File: src/design/wtosc_pkg.sv
// shared types and constants for the wavetable oscillator
// no dependencies
`timescale 1ns / 1ps

package wtosc_pkg;

    // default sizing
    localparam int TABLE_DEPTH_DEFAULT = 256;
    localparam int FRAC_BITS_DEFAULT   = 16;
    localparam int SAMPLE_BITS_DEFAULT = 16;

    // fixed field widths
    localparam int STEP_W     = 24;
    localparam int SAMPLE_W   = 16;
    localparam int TADDR_W    = 8;
    localparam int IN_DATA_W  = 24;
    localparam int APB_DATA_W = 32;
    localparam int APB_ADDR_W = 3;
    localparam int CFG_WORD_W = APB_ADDR_W - 2;

    // register word index
    localparam logic [CFG_WORD_W-1:0] REG_PHASE_STEP = '0;

    // item kinds
    typedef enum logic [1:0] {
        OP_TICK  = 2'd0,
        OP_WRITE = 2'd1,
        OP_START = 2'd2,
        OP_STOP  = 2'd3
    } op_t;

    // control carried along the interpolation pipeline
    typedef struct packed {
        logic valid;
        logic play;
    } stage_ctrl_t;

endpackage

File: src/design/wtosc_interp.sv
// interpolation datapath: difference times fraction, then round and add
// depends on wtosc_pkg
`timescale 1ns / 1ps

module wtosc_interp
    import wtosc_pkg::*;
#(
    parameter int FRAC_BITS   = FRAC_BITS_DEFAULT,
    parameter int SAMPLE_BITS = SAMPLE_BITS_DEFAULT
) (
    input  logic                   aclk,
    input  logic                   aresetn,
    input  logic                   advance,
    input  stage_ctrl_t            in_ctrl,
    input  logic [SAMPLE_BITS-1:0] in_a,
    input  logic [SAMPLE_BITS-1:0] in_b,
    input  logic [FRAC_BITS-1:0]   in_frac,
    output logic                   out_valid,
    output logic                   out_play,
    output logic [SAMPLE_BITS-1:0] out_sample
);

    localparam int PROD_W = SAMPLE_BITS + FRAC_BITS + 2;
    localparam logic signed [PROD_W-1:0] HALF = PROD_W'(1) << (FRAC_BITS - 1);

    logic signed [SAMPLE_BITS:0]   diff;
    logic signed [FRAC_BITS:0]     frac_s;
    logic signed [PROD_W-1:0]      prod_next;
    logic signed [PROD_W-1:0]      prod_reg;
    logic [SAMPLE_BITS-1:0]        a_reg;
    stage_ctrl_t                   ctrl_reg;
    logic signed [PROD_W-1:0]      rounded;
    logic [SAMPLE_BITS:0]          sum_w;
    logic                          out_valid_reg;
    logic                          out_play_reg;
    logic [SAMPLE_BITS-1:0]        out_sample_reg;
    logic [SAMPLE_BITS-1:0]        out_sample_next;

    // slope times fraction
    assign diff      = $signed({in_b[SAMPLE_BITS-1], in_b}) - $signed({in_a[SAMPLE_BITS-1], in_a});
    assign frac_s    = $signed({1'b0, in_frac});
    assign prod_next = PROD_W'(diff) * PROD_W'(frac_s);

    always_ff @(posedge aclk) begin
        if (!aresetn) begin
            ctrl_reg <= '0;
        end else if (advance) begin
            ctrl_reg <= in_ctrl;
        end
    end

    always_ff @(posedge aclk) begin
        if (advance) begin
            prod_reg <= prod_next;
            a_reg    <= in_a;
        end
    end

    // round to nearest, ties up, then add the base entry
    assign rounded = (prod_reg + HALF) >>> FRAC_BITS;
    assign sum_w   = {a_reg[SAMPLE_BITS-1], a_reg} + rounded[SAMPLE_BITS:0];

    always_comb begin
        out_sample_next = ctrl_reg.play ? sum_w[SAMPLE_BITS-1:0] : '0;
    end

    // result register
    always_ff @(posedge aclk) begin
        if (!aresetn) begin
            out_valid_reg <= 1'b0;
        end else if (advance) begin
            out_valid_reg <= ctrl_reg.valid;
        end
    end

    always_ff @(posedge aclk) begin
        if (advance) begin
            out_play_reg   <= ctrl_reg.play;
            out_sample_reg <= out_sample_next;
        end
    end

    assign out_valid  = out_valid_reg;
    assign out_play   = out_play_reg;
    assign out_sample = out_sample_reg;

endmodule

File: config.mk
export PLATFORM = sky130hd
export DESIGN_NAME = wtosc_interp
export DESIGN_NICKNAME = d
export VERILOG_FILES = /design/src/design/wtosc_pkg.sv /design/src/design/wtosc_interp.sv
export SDC_FILE = /design/constraint.sdc
export NUM_CORES = 1
export LEC_CHECK = 0
export BUFFER_PORTS_ARGS = -buffer_cell sky130_fd_sc_hd__buf_4
export CAP_MARGIN = 10
export CORE_ASPECT_RATIO = 1.75
export CORE_MARGIN = 2
export CORE_UTILIZATION = 60
export CTS_CLUSTER_DIAMETER = 60
export DETAILED_ROUTE_END_ITERATION = 7
export PLACE_DENSITY = 0.75
export RECOVER_POWER = 50
export SYNTH_ARGS = -nofsm -noshare
export SYNTH_HDL_FRONTEND = slang
export SYNTH_SLANG_ARGS = --single-unit
File: constraint.sdc
create_clock -name aclk -period 10.5 [get_ports aclk]
set_input_delay 0.525 -clock aclk [delete_from_list [all_inputs] [get_ports aclk]]
set_output_delay 0.525 -clock aclk [all_outputs]
set_load 0.01 [all_outputs]
Yosys cells after proc, flatten, opt, wreduce, memory -nomap -nowiden
Cells that the tools add are included.
Storage, ports and cells
  flip-flop bits (word level): 68
  bits of input ports: 53
  output and inout bits: 18
  word-level logic and storage cells: 11
Operators by class
  add/sub/neg operators: 3
  multiply operators: 1
Operators by type and width (number)
  adder 32 x 17 -> 32 bit, second input constant: 1
  multiplier 17 x 17 -> 32 bit: 1
  subtractor 16 x 16 -> 17 bit: 1
  adder 16 bit: 1

Longest topological paths before layout
Gate-level depths: netlist (run 1).
  depth in word-level cells: 2
  mapped depth: 32
  mapped depth without buffers: 32

Worst setup path after synthesis (run 1)
No wires, ideal clock.
  kind: in2reg
  from: input in_b[0]
  to: register prod_reg[30], data pin
  library setup time: 258 ps
  arrival: 7704 ps
  data required time: 10242 ps
  path slack: 2539 ps
  stages: 31
  buffers on the path: 1
  path through: inv_1 > ha_1 > fa_1 > nor2b_1 > o21ai_0 > a21oi_1 > o211ai_1 > a311oi_1 > o2bb2ai_2 > buf_2 > nand2_1 > inv_1 > fa_1 > inv_1 > fa_1 > inv_1 > fa_1 > fa_1 > fa_1 > inv_1 > fa_1 > inv_1 > ha_1 > and3_1 > a221o_1 > a21o_1 > a21o_1 > a31o_4 > a211o_2 > a21oi_2 > xnor2_1
On the way
  word-level cells in the longest chain between the ends: 2
RTL lines
  from (decl): line wtosc_interp.sv:16  | input logic [SAMPLE_BITS-1:0] in_b,
  subtractor 16 x 16 -> 17 bit: line wtosc_interp.sv:40  | assign diff = $signed({in_b[SAMPLE_BITS-1], in_b}) - $signed({in_a[SAMPLE_BITS-1], in_a});
  multiplier 17 x 17 -> 32 bit: line wtosc_interp.sv:42  | assign prod_next = PROD_W'(diff) * PROD_W'(frac_s);
  named net prod_next[30]: line wtosc_interp.sv:28  | logic signed [PROD_W-1:0] prod_next;
  to (signal assigned): line wtosc_interp.sv:54  | prod_reg <= prod_next;
  to (decl): line wtosc_interp.sv:29  | logic signed [PROD_W-1:0] prod_reg;
The timed path passes the listed nets, and every way through them passes these cells.
A chain may end at the register's enable or synchronous reset.

Worst setup path after layout (run 1)
  from: input in_a[0]
  to: register prod_reg[30], data pin
On the way
  word-level cells in the longest chain between the ends: 2
RTL lines
  from (decl): line wtosc_interp.sv:15  | input logic [SAMPLE_BITS-1:0] in_a,
  subtractor 16 x 16 -> 17 bit: line wtosc_interp.sv:40
  multiplier 17 x 17 -> 32 bit: line wtosc_interp.sv:42
  named net prod_next[30]: line wtosc_interp.sv:28
The timed path passes the listed nets, and every way through them passes these cells.

==> qor.csv, run 1 <==
stage,metric,value,unit
critical_path,slowest_stage,fa_1,
cts,clk-insertion-delay-late,0.29,ns
floorplanning,die_w,116.4,um
finish,final_nets,1885,
timing,period_share,80.30,%
grt,gr-usage-all-layers,29.22,%
finish,fillers,1865,
timing,fmax,118.6,MHz
timing,fin_skew,0.006684,ns
logic_synthesis,synth_area,0.01327,mm^2
grt,grt_pass1_vias,10878,
cts,htree_levels,2,
routing,detail_route.vias_per_cell,5.530,
floorplanning,die_y,200.7,um
finish,diodes,0,
routing,wirelength,31780,um
cts,cts_buffers,5,
finish,syn2layout_area_growth,7.440,%
grt,grt_max_degree,54,
finish,multi_input_area,0.01024,mm^2
outcome,violations,"capacitance limit, slew limit",
cts,clockBufferDepth,2,
timing,hold_viol_final,0,
floorplanning,row_count,72,
timing,relSlewSlack,-97.09,%
run,cap_violations,1,
logic_synthesis,synth_cell_types,63,
routing,drcViolationCount,0,
outcome,outcome,"finished, violations left",
timing,slew_viol_final,54,
logic_synthesis,synth_nets,1837,
placement,gp_congestion,0.9415,
floorplanning,pin_count,71,
floorplanning,initial_core_util,60.61,%
cts,cts_resized,0,
logic_synthesis,postSynthCellCount,1407,
grt,grt_pass1_wl,52320,um
finish,largest_reg_flops,17,
timing,worstMarginPinSlew,2.956,ns
floorplanning,fp.dieArea,0.02337,mm^2
cts,tritoncts,done,
cts,cts_root_buffer,clkbuf_16,
critical_path,cp-end-kind,flip-flop,
logic_synthesis,ys_warn_count,0,
routing,ant_nets,0,
timing,layout_min_cycle_time,8.432,ns
critical_path,cp_max_fo,18,
placement,io_buffers,70,
routing,num_vias,9689,
timing,rsz0062_at_grt,false,
logic_synthesis,yosys_most_used_dff,edfxtp_1,
cts,hold_buffers,0,
logic_synthesis,ys_seq_area_share,11.77,%
cts,clk_pin_slew_worst_paths,0.07,ns
finish,layout-drive-gt1-share,7.418,%
placement,hpwl,25890,um
cts,post_cts_buffers,0,
routing,firstDrtPassIters,8,
critical_path,crit_required,10.55,ns
critical_path,critical_path_class,in -> reg,
critical_path,cp.arrival,8.48,ns
floorplanning,core_area,0.02189,mm^2
logic_synthesis,ys_seq_elements,53,
timing,setup_tns,0,ns
routing,drt_iter0_markers,449,
logic_synthesis,avgSynthCellArea,9.431,um^2
min_path,hp-class,in -> reg,
routing,wire_per_inst,18.14,um
critical_path,critical-path-max-stage-delay,0.62,ns
logic_synthesis,synthArstFlopShare,0,%
grt,overflow,0,
cts,clkSinkCount,53,
critical_path,start_kind,input port,
grt,antenna_found_initial,0,
critical_path,path_common_cell,fa_1,
finish,regArea,0.001562,mm^2
logic_synthesis,synth_edf_count,50,
timing,finalSetupViolCount,0,
[critical path, delay by kind of cell]
| kind | cells | cell delay (ns) |
|---|---|---|
| xor gates and xnor gates | 1 | 0.07 |
| and+or+nand+nor | 2 | 0.32 |
| buffers and inverters | 6 | 0.51 |
| AOI/OAI and AO/OA | 12 | 2.94 |
| adders and majority gates | 9 | 4.10 |
[kinds of logic after synthesis]
kind of cell    count (synthesis)  synth area share, %
buf+inv                       402                11.48
simple gates                  383                14.85
flops                          53                11.77
xor+xnor                       74                4.988
compound gates                110                5.988
fa+ha+maj                     377                50.32
mux                             8               0.6129
[metrics by stage]
step,hold slack (ns),cell area (um^2),std cells,util (%),worst slack [ns]
after detailed placement,0.5143,14140,1744,64.61,1.829
after global placement,0.4979,14140,1744,64.61,1.918
final,0.4416,14260,1752,65.12,2.068
after floorplan,0.4824,13270,1407,-,2.539
after global routing,0.4349,14260,1752,65.12,1.714
after CTS,0.4124,14290,1752,65.28,2.096
[layout make-up]
class / count / area share, %
multi-input combinational: 952 / 71.81
clock buffer: 5 / 0.8777
tap: 296 / 2.598
timing repair buffer: 83 / 4.134
sequential: 53 / 10.95
inverter: 360 / 9.479
clock inverter: 3 / 0.1492
[cells in the final DEF, fill, tap and decap left out, types with 10 or more instances in the layout]
cell      count
a21o_1       10
a21oi_1      33
and2_1      100
and3_1       14
buf_4        66
edfxtp_1     50
fa_1        261
ha_1        116
inv_1       360
nand2_1     137
nand2b_1     12
nand3_1      21
nor2_1       37
nor2b_1      27
nor3_1       10
o21ai_0      12
o31a_1       10
xnor2_1      45
xor2_1       22
[cells in the mapped netlist, drive strengths merged (22+ instances only)]
| library cell | instances | share of area [%] |
|---|---|---|
| a21oi | 34 | 1.3 |
| ha | 116 | 11 |
| and2 | 100 | 4.7 |
| clkbuf | 34 | 0.97 |
| xnor2 | 50 | 3.3 |
| nand2 | 137 | 3.9 |
| fa | 261 | 39 |
| nor2b | 27 | 1.3 |
| inv | 360 | 10 |
| nor2 | 37 | 1.0 |
| nand3 | 22 | 0.92 |
| edfxtp | 50 | 11 |
| xor2 | 23 | 1.5 |
[worst paths after layout]
kind | startpoint | endpoint | slack [ns] | cells past startpoint
worst min-delay path | in_a[15] | a_reg[15]$_DFFE_PP_ | 0.44 | 1
worst min register to register | ctrl_reg[1]$_SDFFE_PN0P_ | out_valid$_SDFFE_PN0P_ | 0.53 | 2
worst max register to register | prod_reg[15]$_DFFE_PP_ | out_sample[15]$_SDFFCE_PN0P_ | 6.98 | 11
worst max-delay path | in_a[0] | prod_reg[30]$_DFFE_PP_ | 2.07 | 30
[routing by layer]
layer	vias to the layer above	routed length (um)	track usage, %
met5	-	0	0
met4	0	1909	14.54
met3	119	1135	2.536
met2	279	18220	56.02
met1	4954	10520	30.66
li1	4337	-	-
Power of run 1 is not shown: default switching activity piles up to over one toggle a cycle in this logic, so the estimate is an artifact.
==> inputs of run 2 (changes only) <==
--- a/config.mk
+++ b/config.mk
@@ -5,6 +5,7 @@
 export SDC_FILE = /design/constraint.sdc
 export NUM_CORES = 1
 export LEC_CHECK = 0
+export ABC_AREA = 1
 export BUFFER_PORTS_ARGS = -buffer_cell sky130_fd_sc_hd__buf_4
 export CAP_MARGIN = 10
 export CORE_ASPECT_RATIO = 1.75
==> constraint.sdc (replaced) <==
create_clock -name aclk -period 8.37 [get_ports aclk]
set_input_delay 0.4185 -clock aclk [delete_from_list [all_inputs] [get_ports aclk]]
set_output_delay 0.4185 -clock aclk [all_outputs]
set_load 0.01 [all_outputs]
==> run 2 against run 1 <==
  * The flow still finishes with violations (capacitance limit, slew limit)
  * Register-to-register slack got worse by 2.0 ns
  * Synthesized area increased by 5.1%
  * Via count increased by 20%
==> qor.csv, run 2 <==
stage,metric,value,unit,change
cts,clk-insertion-delay-late,0.31,ns,+0.02 ns
finish,diodes,0,,unchanged
run,cap_violations,1,,unchanged
cts,hold_buffers,0,,unchanged
routing,firstDrtPassIters,5,,-3
placement,gp_congestion,1.023,,+8.6%
cts,cts_resized,0,,unchanged
cts,clk_pin_slew_worst_paths,0.08,ns,about the same
logic_synthesis,synth.top_cells.by_area,"fa_1 37%, inv_1 12%, edfxtp_1 11%",,
routing,wire_per_inst,19.53,um,+7.7%
floorplanning,die_y,205.7,um,+2.5%
logic_synthesis,synth_xor_area_share,3.310,%,-1.7 points
logic_synthesis,synth_nets,2156,,+17%
placement,io_buffers,70,,unchanged
logic_synthesis,yosys_most_used_dff,edfxtp_1,,
logic_synthesis,synth_area,0.01395,mm^2,+5.1%
cts,clockBufferDepth,2,,unchanged
logic_synthesis,ys_top_cells_by_count,"457 x inv_1, 264 x nand2_1, 261 x fa_1, 196 x nor2_1, 116 x ha_1",,
logic_synthesis,postSynthCellCount,1726,,+23%
placement,hpwl,35190,um,+36%
finish,final_nets,2208,,+17%
grt,gr-usage-all-layers,35.04,%,+5.8 points
finish,largest_reg_flops,17,,unchanged
finish,fillers,2001,,+7.3%
cts,htree_levels,2,,unchanged
logic_synthesis,synthArstFlopShare,0,%,unchanged
timing,slew_viol_final,54,,unchanged
timing,layout_min_cycle_time,7.508,ns,
timing,rsz0062_at_grt,false,,
critical_path,slowest_stage,fa_1,,
cts,cts_root_buffer,clkbuf_16,,
logic_synthesis,synth_cell_types,47,,-25%
floorplanning,core_area,0.02274,mm^2,+3.9%
routing,drcViolationCount,0,,unchanged
timing,hold_viol_final,0,,unchanged
floorplanning,pin_count,71,,unchanged
cts,cts_buffers,5,,unchanged
finish,final_cell_mix,"457 x inv_1, 264 x nand2_1, 261 x fa_1",,
routing,detail_route.vias_per_cell,5.572,,+0.76%
logic_synthesis,synth_edf_count,50,,unchanged
logic_synthesis,synth_top_family_by_area,adder cells,,
logic_synthesis,synthSimpleGateAreaFrac,18.07,%,+3.2 points
timing,fmax,133.2,MHz,
critical_path,path_common_cell,fa_1,,
min_path,min_path_cells,1,,unchanged
floorplanning,die_w,119.3,um,+2.4%
logic_synthesis,avgSynthCellArea,8.082,um^2,-14%
logic_synthesis,ys_seq_area_share,11.19,%,-0.57 points
floorplanning,fp.dieArea,0.02453,mm^2,+5.0%
critical_path,crit_required,8.43,ns,-2.12 ns
floorplanning,row_count,73,,+1.4%
cts,post_cts_buffers,0,,unchanged
outcome,violations,"capacitance limit, slew limit",,
logic_synthesis,yosys.area.top_type,fa_1,,
timing,setup_tns,0,ns,unchanged
cts,clkSinkCount,53,,unchanged
routing,wirelength,40610,um,+28%
grt,grt_max_degree,54,,unchanged
cts,tritoncts,done,,
logic_synthesis,yosys-mux-area-fraction,0,%,-0.61 points
critical_path,cpLargestDelayFamily,adder cells,,
critical_path,r2r_cells,18,,+7
timing,fin_skew,0.008750,ns,+0.002066 ns
critical_path,cp-end-kind,flip-flop,,
routing,num_vias,11585,,+20%
timing,finalSetupViolCount,0,,unchanged
finish,syn2layout_area_growth,6.557,%,
timing,worstMarginPinSlew,2.909,ns,-0.04704 ns
min_path,hp-class,in -> reg,,
grt,antenna_found_initial,0,,unchanged
finish,layout_commonest_cell,inv_1,,
floorplanning,initial_core_util,61.34,%,+0.72 points
critical_path,start_kind,input port,,
critical_path,cp_max_fo,11,,-7
outcome,outcome,"finished, violations left",,
logic_synthesis,ys_warn_count,0,,unchanged
logic_synthesis,synth_top_area_share,37.46,%,-1.9 points
grt,grt_pass1_wl,63680,um,+22%
logic_synthesis,synth.most_common_cell,inv_1,,
grt,overflow,0,,unchanged
routing,ant_nets,0,,unchanged
critical_path,worstPathBufferInverterCount,6,,unchanged
logic_synthesis,ys_seq_elements,53,,unchanged
logic_synthesis,synth_compound_area_share,6.126,%,+0.14 points
critical_path,crit_cells,27,,-10%
logic_synthesis,synthAdderAreaFrac,47.86,%,-2.5 points
grt,grt_pass1_vias,12474,,+15%
timing,period_share,89.71,%,
critical_path,critical_path_class,in -> reg,,
timing,relSlewSlack,-93.95,%,+3.1 points
finish,layout-drive-gt1-share,5.677,%,-1.7 points
critical_path,critical-path-max-stage-delay,0.54,ns,-0.08 ns
critical_path,cp.arrival,7.57,ns,-0.91 ns
routing,drt_iter0_markers,690,,+54%
[run 2: cell types whose count changed after synthesis, moves of 12 or more]
cell	previous run	this run
inv_1	360	457
nand2_1	137	264
nor2_1	37	196
clkbuf_1	33	21
xor2_1	23	35
nor2b_1	27	0
nand2b_1	12	0
o21ai_0	12	33
xnor2_1	50	9
nand3_1	21	96
a21oi_1	33	68
and3_1	14	1
and2_1	100	0
[run 2: kinds of logic after synthesis]
| kind of cell | after synthesis |
|---|---|
| AND/OR/NAND/NOR | 605 |
| buffers and inverters | 497 |
| adder cells (fa/ha/maj) | 377 |
| AO/OA/AOI/OAI | 146 |
| flip-flops | 53 |
| XOR/XNOR | 48 |
[run 2: final timing paths]
path | from | to | slack (ns)
max | in_a[11] | prod_reg[21]$_DFFE_PP_ | 0.86
min | in_a[7] | a_reg[7]$_DFFE_PP_ | 0.32
max reg2reg | prod_reg[15]$_DFFE_PP_ | out_sample[14]$_SDFFCE_PN0P_ | 4.97
min reg2reg | ctrl_reg[1]$_SDFFE_PN0P_ | out_valid$_SDFFE_PN0P_ | 0.49
[run 2: area by class of cell]
type	count	area, um^2	area share (%)
multi-input combinational	1176	10510	70.73
inverter	470	1767	11.89
clock inverter	3	26.28	0.1768
timing repair buffer	72	495.5	3.333
sequential	53	1562	10.51
tap	300	375.4	2.525
clock buffer	5	125.1	0.8417
[run 2: worst reg2reg max path: cells and delay by family (launching register included)]
kind                       cells  cell delay (ns)
buffers and inverters          1             0.06
AOI/OAI and AO/OA              3             0.50
xor gates and xnor gates       1             0.17
DFF                            1             0.39
adders and majority gates      2             0.52
and+or+nand+nor               11             1.52
[run 2: layer usage]
layer,up-vias,track usage [%],share of wire [%]
met5,-,0,0
li1,5279,-,-
met3,200,3.963,5.3
met2,471,66.79,53
met4,0,32.65,12
met1,5635,31.30,30
[run 2: through the flow]
stage / setup WS (ns) / instances / hold WS, ns / utilization (%) / cell area, um^2
3_5_place_dp: 0.8052 / 2071 / 0.4788 / 64.89 / 14760
2_1_floorplan: 1.769 / 1726 / 0.4496 / - / 13950
6_report: 0.8615 / 2079 / 0.3174 / 65.36 / 14860
5_1_grt: 0.4764 / 2079 / 0.3141 / 65.36 / 14860
3_3_place_gp: 0.9336 / 2071 / 0.4586 / 64.89 / 14760
4_1_cts: 1.131 / 2079 / 0.2860 / 65.56 / 14910
Power of run 2 is left out for the same reason.
==> inputs of run 3 (changes only) <==
--- a/config.mk
+++ b/config.mk
@@ -10,10 +10,11 @@
 export CAP_MARGIN = 10
 export CORE_ASPECT_RATIO = 1.75
 export CORE_MARGIN = 2
-export CORE_UTILIZATION = 60
+export CORE_UTILIZATION = 50
+export CTS_BUF_LIST = sky130_fd_sc_hd__clkbuf_8
 export CTS_CLUSTER_DIAMETER = 60
 export DETAILED_ROUTE_END_ITERATION = 7
-export PLACE_DENSITY = 0.75
+export PLACE_DENSITY = 0.64
 export RECOVER_POWER = 50
 export SYNTH_ARGS = -nofsm -noshare
 export SYNTH_HDL_FRONTEND = slang
==> run 3 against run 2 <==
  * The flow still finishes with violations (capacitance limit, slew limit)
  * Critical path depth increased by 1
  * Via count decreased by 1.7%
  * Hold slack worse by 0.026 ns
  * Clock skew about the same
  * Cell count is 3.4% higher
  * Critical endpoint is now prod_reg[31]$_DFFE_PP_
  * Register-to-register slack improved by 0.09 ns
  * Die area grew 19%
  * Sequential share of layout area about the same
  * Wire length rose by 1.6%
  * Non-clock buffer count rose by 1
==> qor.csv, run 3 (synthesis gave the netlist of run 2 again) <==
stage,metric,value,unit,change
floorplanning,die_w,130.3,um,+9.2%
critical_path,cp.arrival,7.57,ns,about the same
grt,overflow,0,,unchanged
critical_path,rr_startpoint,prod_reg[15]$_DFFE_PP_,,
critical_path,cp-end-kind,flip-flop,,
finish,final_cell_mix,"457 x inv_1, 264 x nand2_1, 261 x fa_1",,
timing,fin_skew,0.009227,ns,+0.0004766 ns
grt,antenna_found_initial,0,,unchanged
run,cap_violations,1,,unchanged
floorplanning,fp.dieArea,0.02930,mm^2,+19%
critical_path,r2r_end,out_sample[14]$_SDFFCE_PN0P_,,
cts,clk-insertion-delay-late,0.33,ns,+0.02 ns
routing,drt_iter0_markers,532,,-23%
placement,gp_congestion,1.004,,-1.8%
routing,firstDrtPassIters,5,,unchanged
routing,wl_met2,21670,um,+0.57%
routing,wire_per_inst,19.19,um,-1.8%
critical_path,r2r_cells,18,,unchanged
routing,highest_layer,met4,,
timing,hold_viol_final,0,,unchanged
critical_path,start_kind,input port,,
critical_path,rrSetupSlack,5.06,ns,+0.09 ns
routing,wirelength,41240,um,+1.6%
routing,num_vias,11390,,-1.7%
min_path,hp-class,in -> reg,,
critical_path,critical_path_class,in -> reg,,
floorplanning,core_area,0.02733,mm^2,+20%
finish,largest_reg_flops,17,,unchanged
finish,fillers,2629,,+31%
finish,diodes,0,,unchanged
timing,finalSetupViolCount,0,,unchanged
routing,detail_route.vias_per_cell,5.300,,-4.9%
finish,layout-drive-gt1-share,5.787,%,+0.11 points
outcome,violations,"capacitance limit, slew limit",,
critical_path,crit_required,8.47,ns,+0.04 ns
routing,drcViolationCount,0,,unchanged
floorplanning,row_count,80,,+9.6%
cts,cts_resized,0,,unchanged
finish,final_nets,2209,,+0.045%
critical_path,startpoint,in_a[11],,
cts,post_cts_buffers,0,,unchanged
cts,clkSinkCount,53,,unchanged
grt,grt_pass1_vias,12404,,-0.56%
timing,period_share,89.29,%,-0.42 points
critical_path,cp_max_fo,11,,unchanged
routing,ant_nets,0,,unchanged
timing,rsz0062_at_grt,false,,
cts,clockBufferDepth,2,,unchanged
critical_path,endpoint,prod_reg[31]$_DFFE_PP_,,
placement,hpwl,35540,um,+0.99%
timing,slew_viol_final,54,,unchanged
placement,io_buffers,70,,unchanged
cts,hold_buffers,0,,unchanged
timing,layout_min_cycle_time,7.473,ns,-0.03528 ns
cts,cts_root_buffer,clkbuf_8,,
grt,grt_max_degree,54,,unchanged
floorplanning,die_y,225.0,um,+9.4%
routing,wl_met3,1742,um,-18%
timing,relSlewSlack,-85.88,%,+8.1 points
timing,worstMarginPinSlew,2.788,ns,-0.1210 ns
floorplanning,initial_core_util,51.05,%,-10 points
finish,layout_commonest_cell,inv_1,,
cts,clk_pin_slew_worst_paths,0.10,ns,+0.02 ns
cts,htree_levels,2,,unchanged
grt,grt_pass1_wl,64560,um,+1.4%
grt,gr-usage-all-layers,29.86,%,-5.2 points
timing,fmax,133.8,MHz,+0.47%
finish,syn2layout_area_growth,6.978,%,
cts,cts_buffers,5,,unchanged
outcome,outcome,"finished, violations left",,
routing,wl_met1,12910,um,+7.2%
cts,tritoncts,done,,
timing,setup_tns,0,ns,unchanged
floorplanning,pin_count,71,,unchanged
## run 3: worst min path at each step
stage,start,to,slack (ns),depth (start not counted)
2_1_floorplan,ctrl_reg[1]$_SDFFE_PN0P_,out_valid$_SDFFE_PN0P_,0.45,2
3_5_place_dp,ctrl_reg[1]$_SDFFE_PN0P_,out_valid$_SDFFE_PN0P_,0.47,2
4_1_cts,in_a[8],a_reg[8]$_DFFE_PP_,0.26,1
6_report,in_a[8],a_reg[8]$_DFFE_PP_,0.29,1
3_3_place_gp,ctrl_reg[1]$_SDFFE_PN0P_,out_valid$_SDFFE_PN0P_,0.47,2
5_1_grt,in_a[7],a_reg[7]$_DFFE_PP_,0.29,1
## run 3: cell type report
type | instances | area, um^2 | area share [%]
clock buffer | 5 | 68.82 | 0.4611
inverter | 470 | 1767 | 11.84
tap | 369 | 461.7 | 3.094
sequential | 53 | 1562 | 10.46
multi-input combinational | 1176 | 10510 | 70.45
clock inverter | 3 | 43.79 | 0.2935
timing repair buffer | 73 | 506.7 | 3.396
## run 3: metrics by stage
| step | cells | instance area (um^2) | setup slack, ns | hold WS [ns] | utilization [%] |
|---|---|---|---|---|---|
| floorplan | 1726 | 13950 | 1.769 | 0.4496 | - |
| detailed placement | 2141 | 14850 | 0.7896 | 0.4663 | 54.35 |
| global route | 2149 | 14920 | 0.4150 | 0.2906 | 54.61 |
| finish | 2149 | 14920 | 0.8968 | 0.2916 | 54.61 |
| CTS | 2149 | 14960 | 1.129 | 0.2634 | 54.76 |
| global placement | 2141 | 14850 | 0.8792 | 0.4653 | 54.35 |
## run 3: layer usage
metal / global-route usage [%] / up-vias
met3: 2.350 / 178
met1: 28.78 / 5542
li1: - / 5265
met4: 27.16 / 0
met5: 0 / -
met2: 54.75 / 405
## run 3: worst max-delay path, stage by stage
cell	delay, ns
clkbuf_1	0.19
inv_1	0.07
ha_1	0.35
a21oi_1	0.33
nor2_1	0.08
a311oi_1	0.28
nand3b_1	0.51
nand2_1	0.41
nor2_1	0.10
fa_1	0.54
inv_1	0.05
fa_1	0.46
fa_1	0.55
inv_1	0.06
fa_1	0.45
fa_1	0.51
inv_1	0.05
fa_1	0.47
inv_1	0.04
ha_1	0.37
a21oi_1	0.30
o21ai_0	0.30
a21oi_1	0.28
o21ai_0	0.13
nor2_1	0.13
inv_1	0.05
nand2_1	0.06
nand2_1	0.04
Power of run 3 is left out for the same reason.
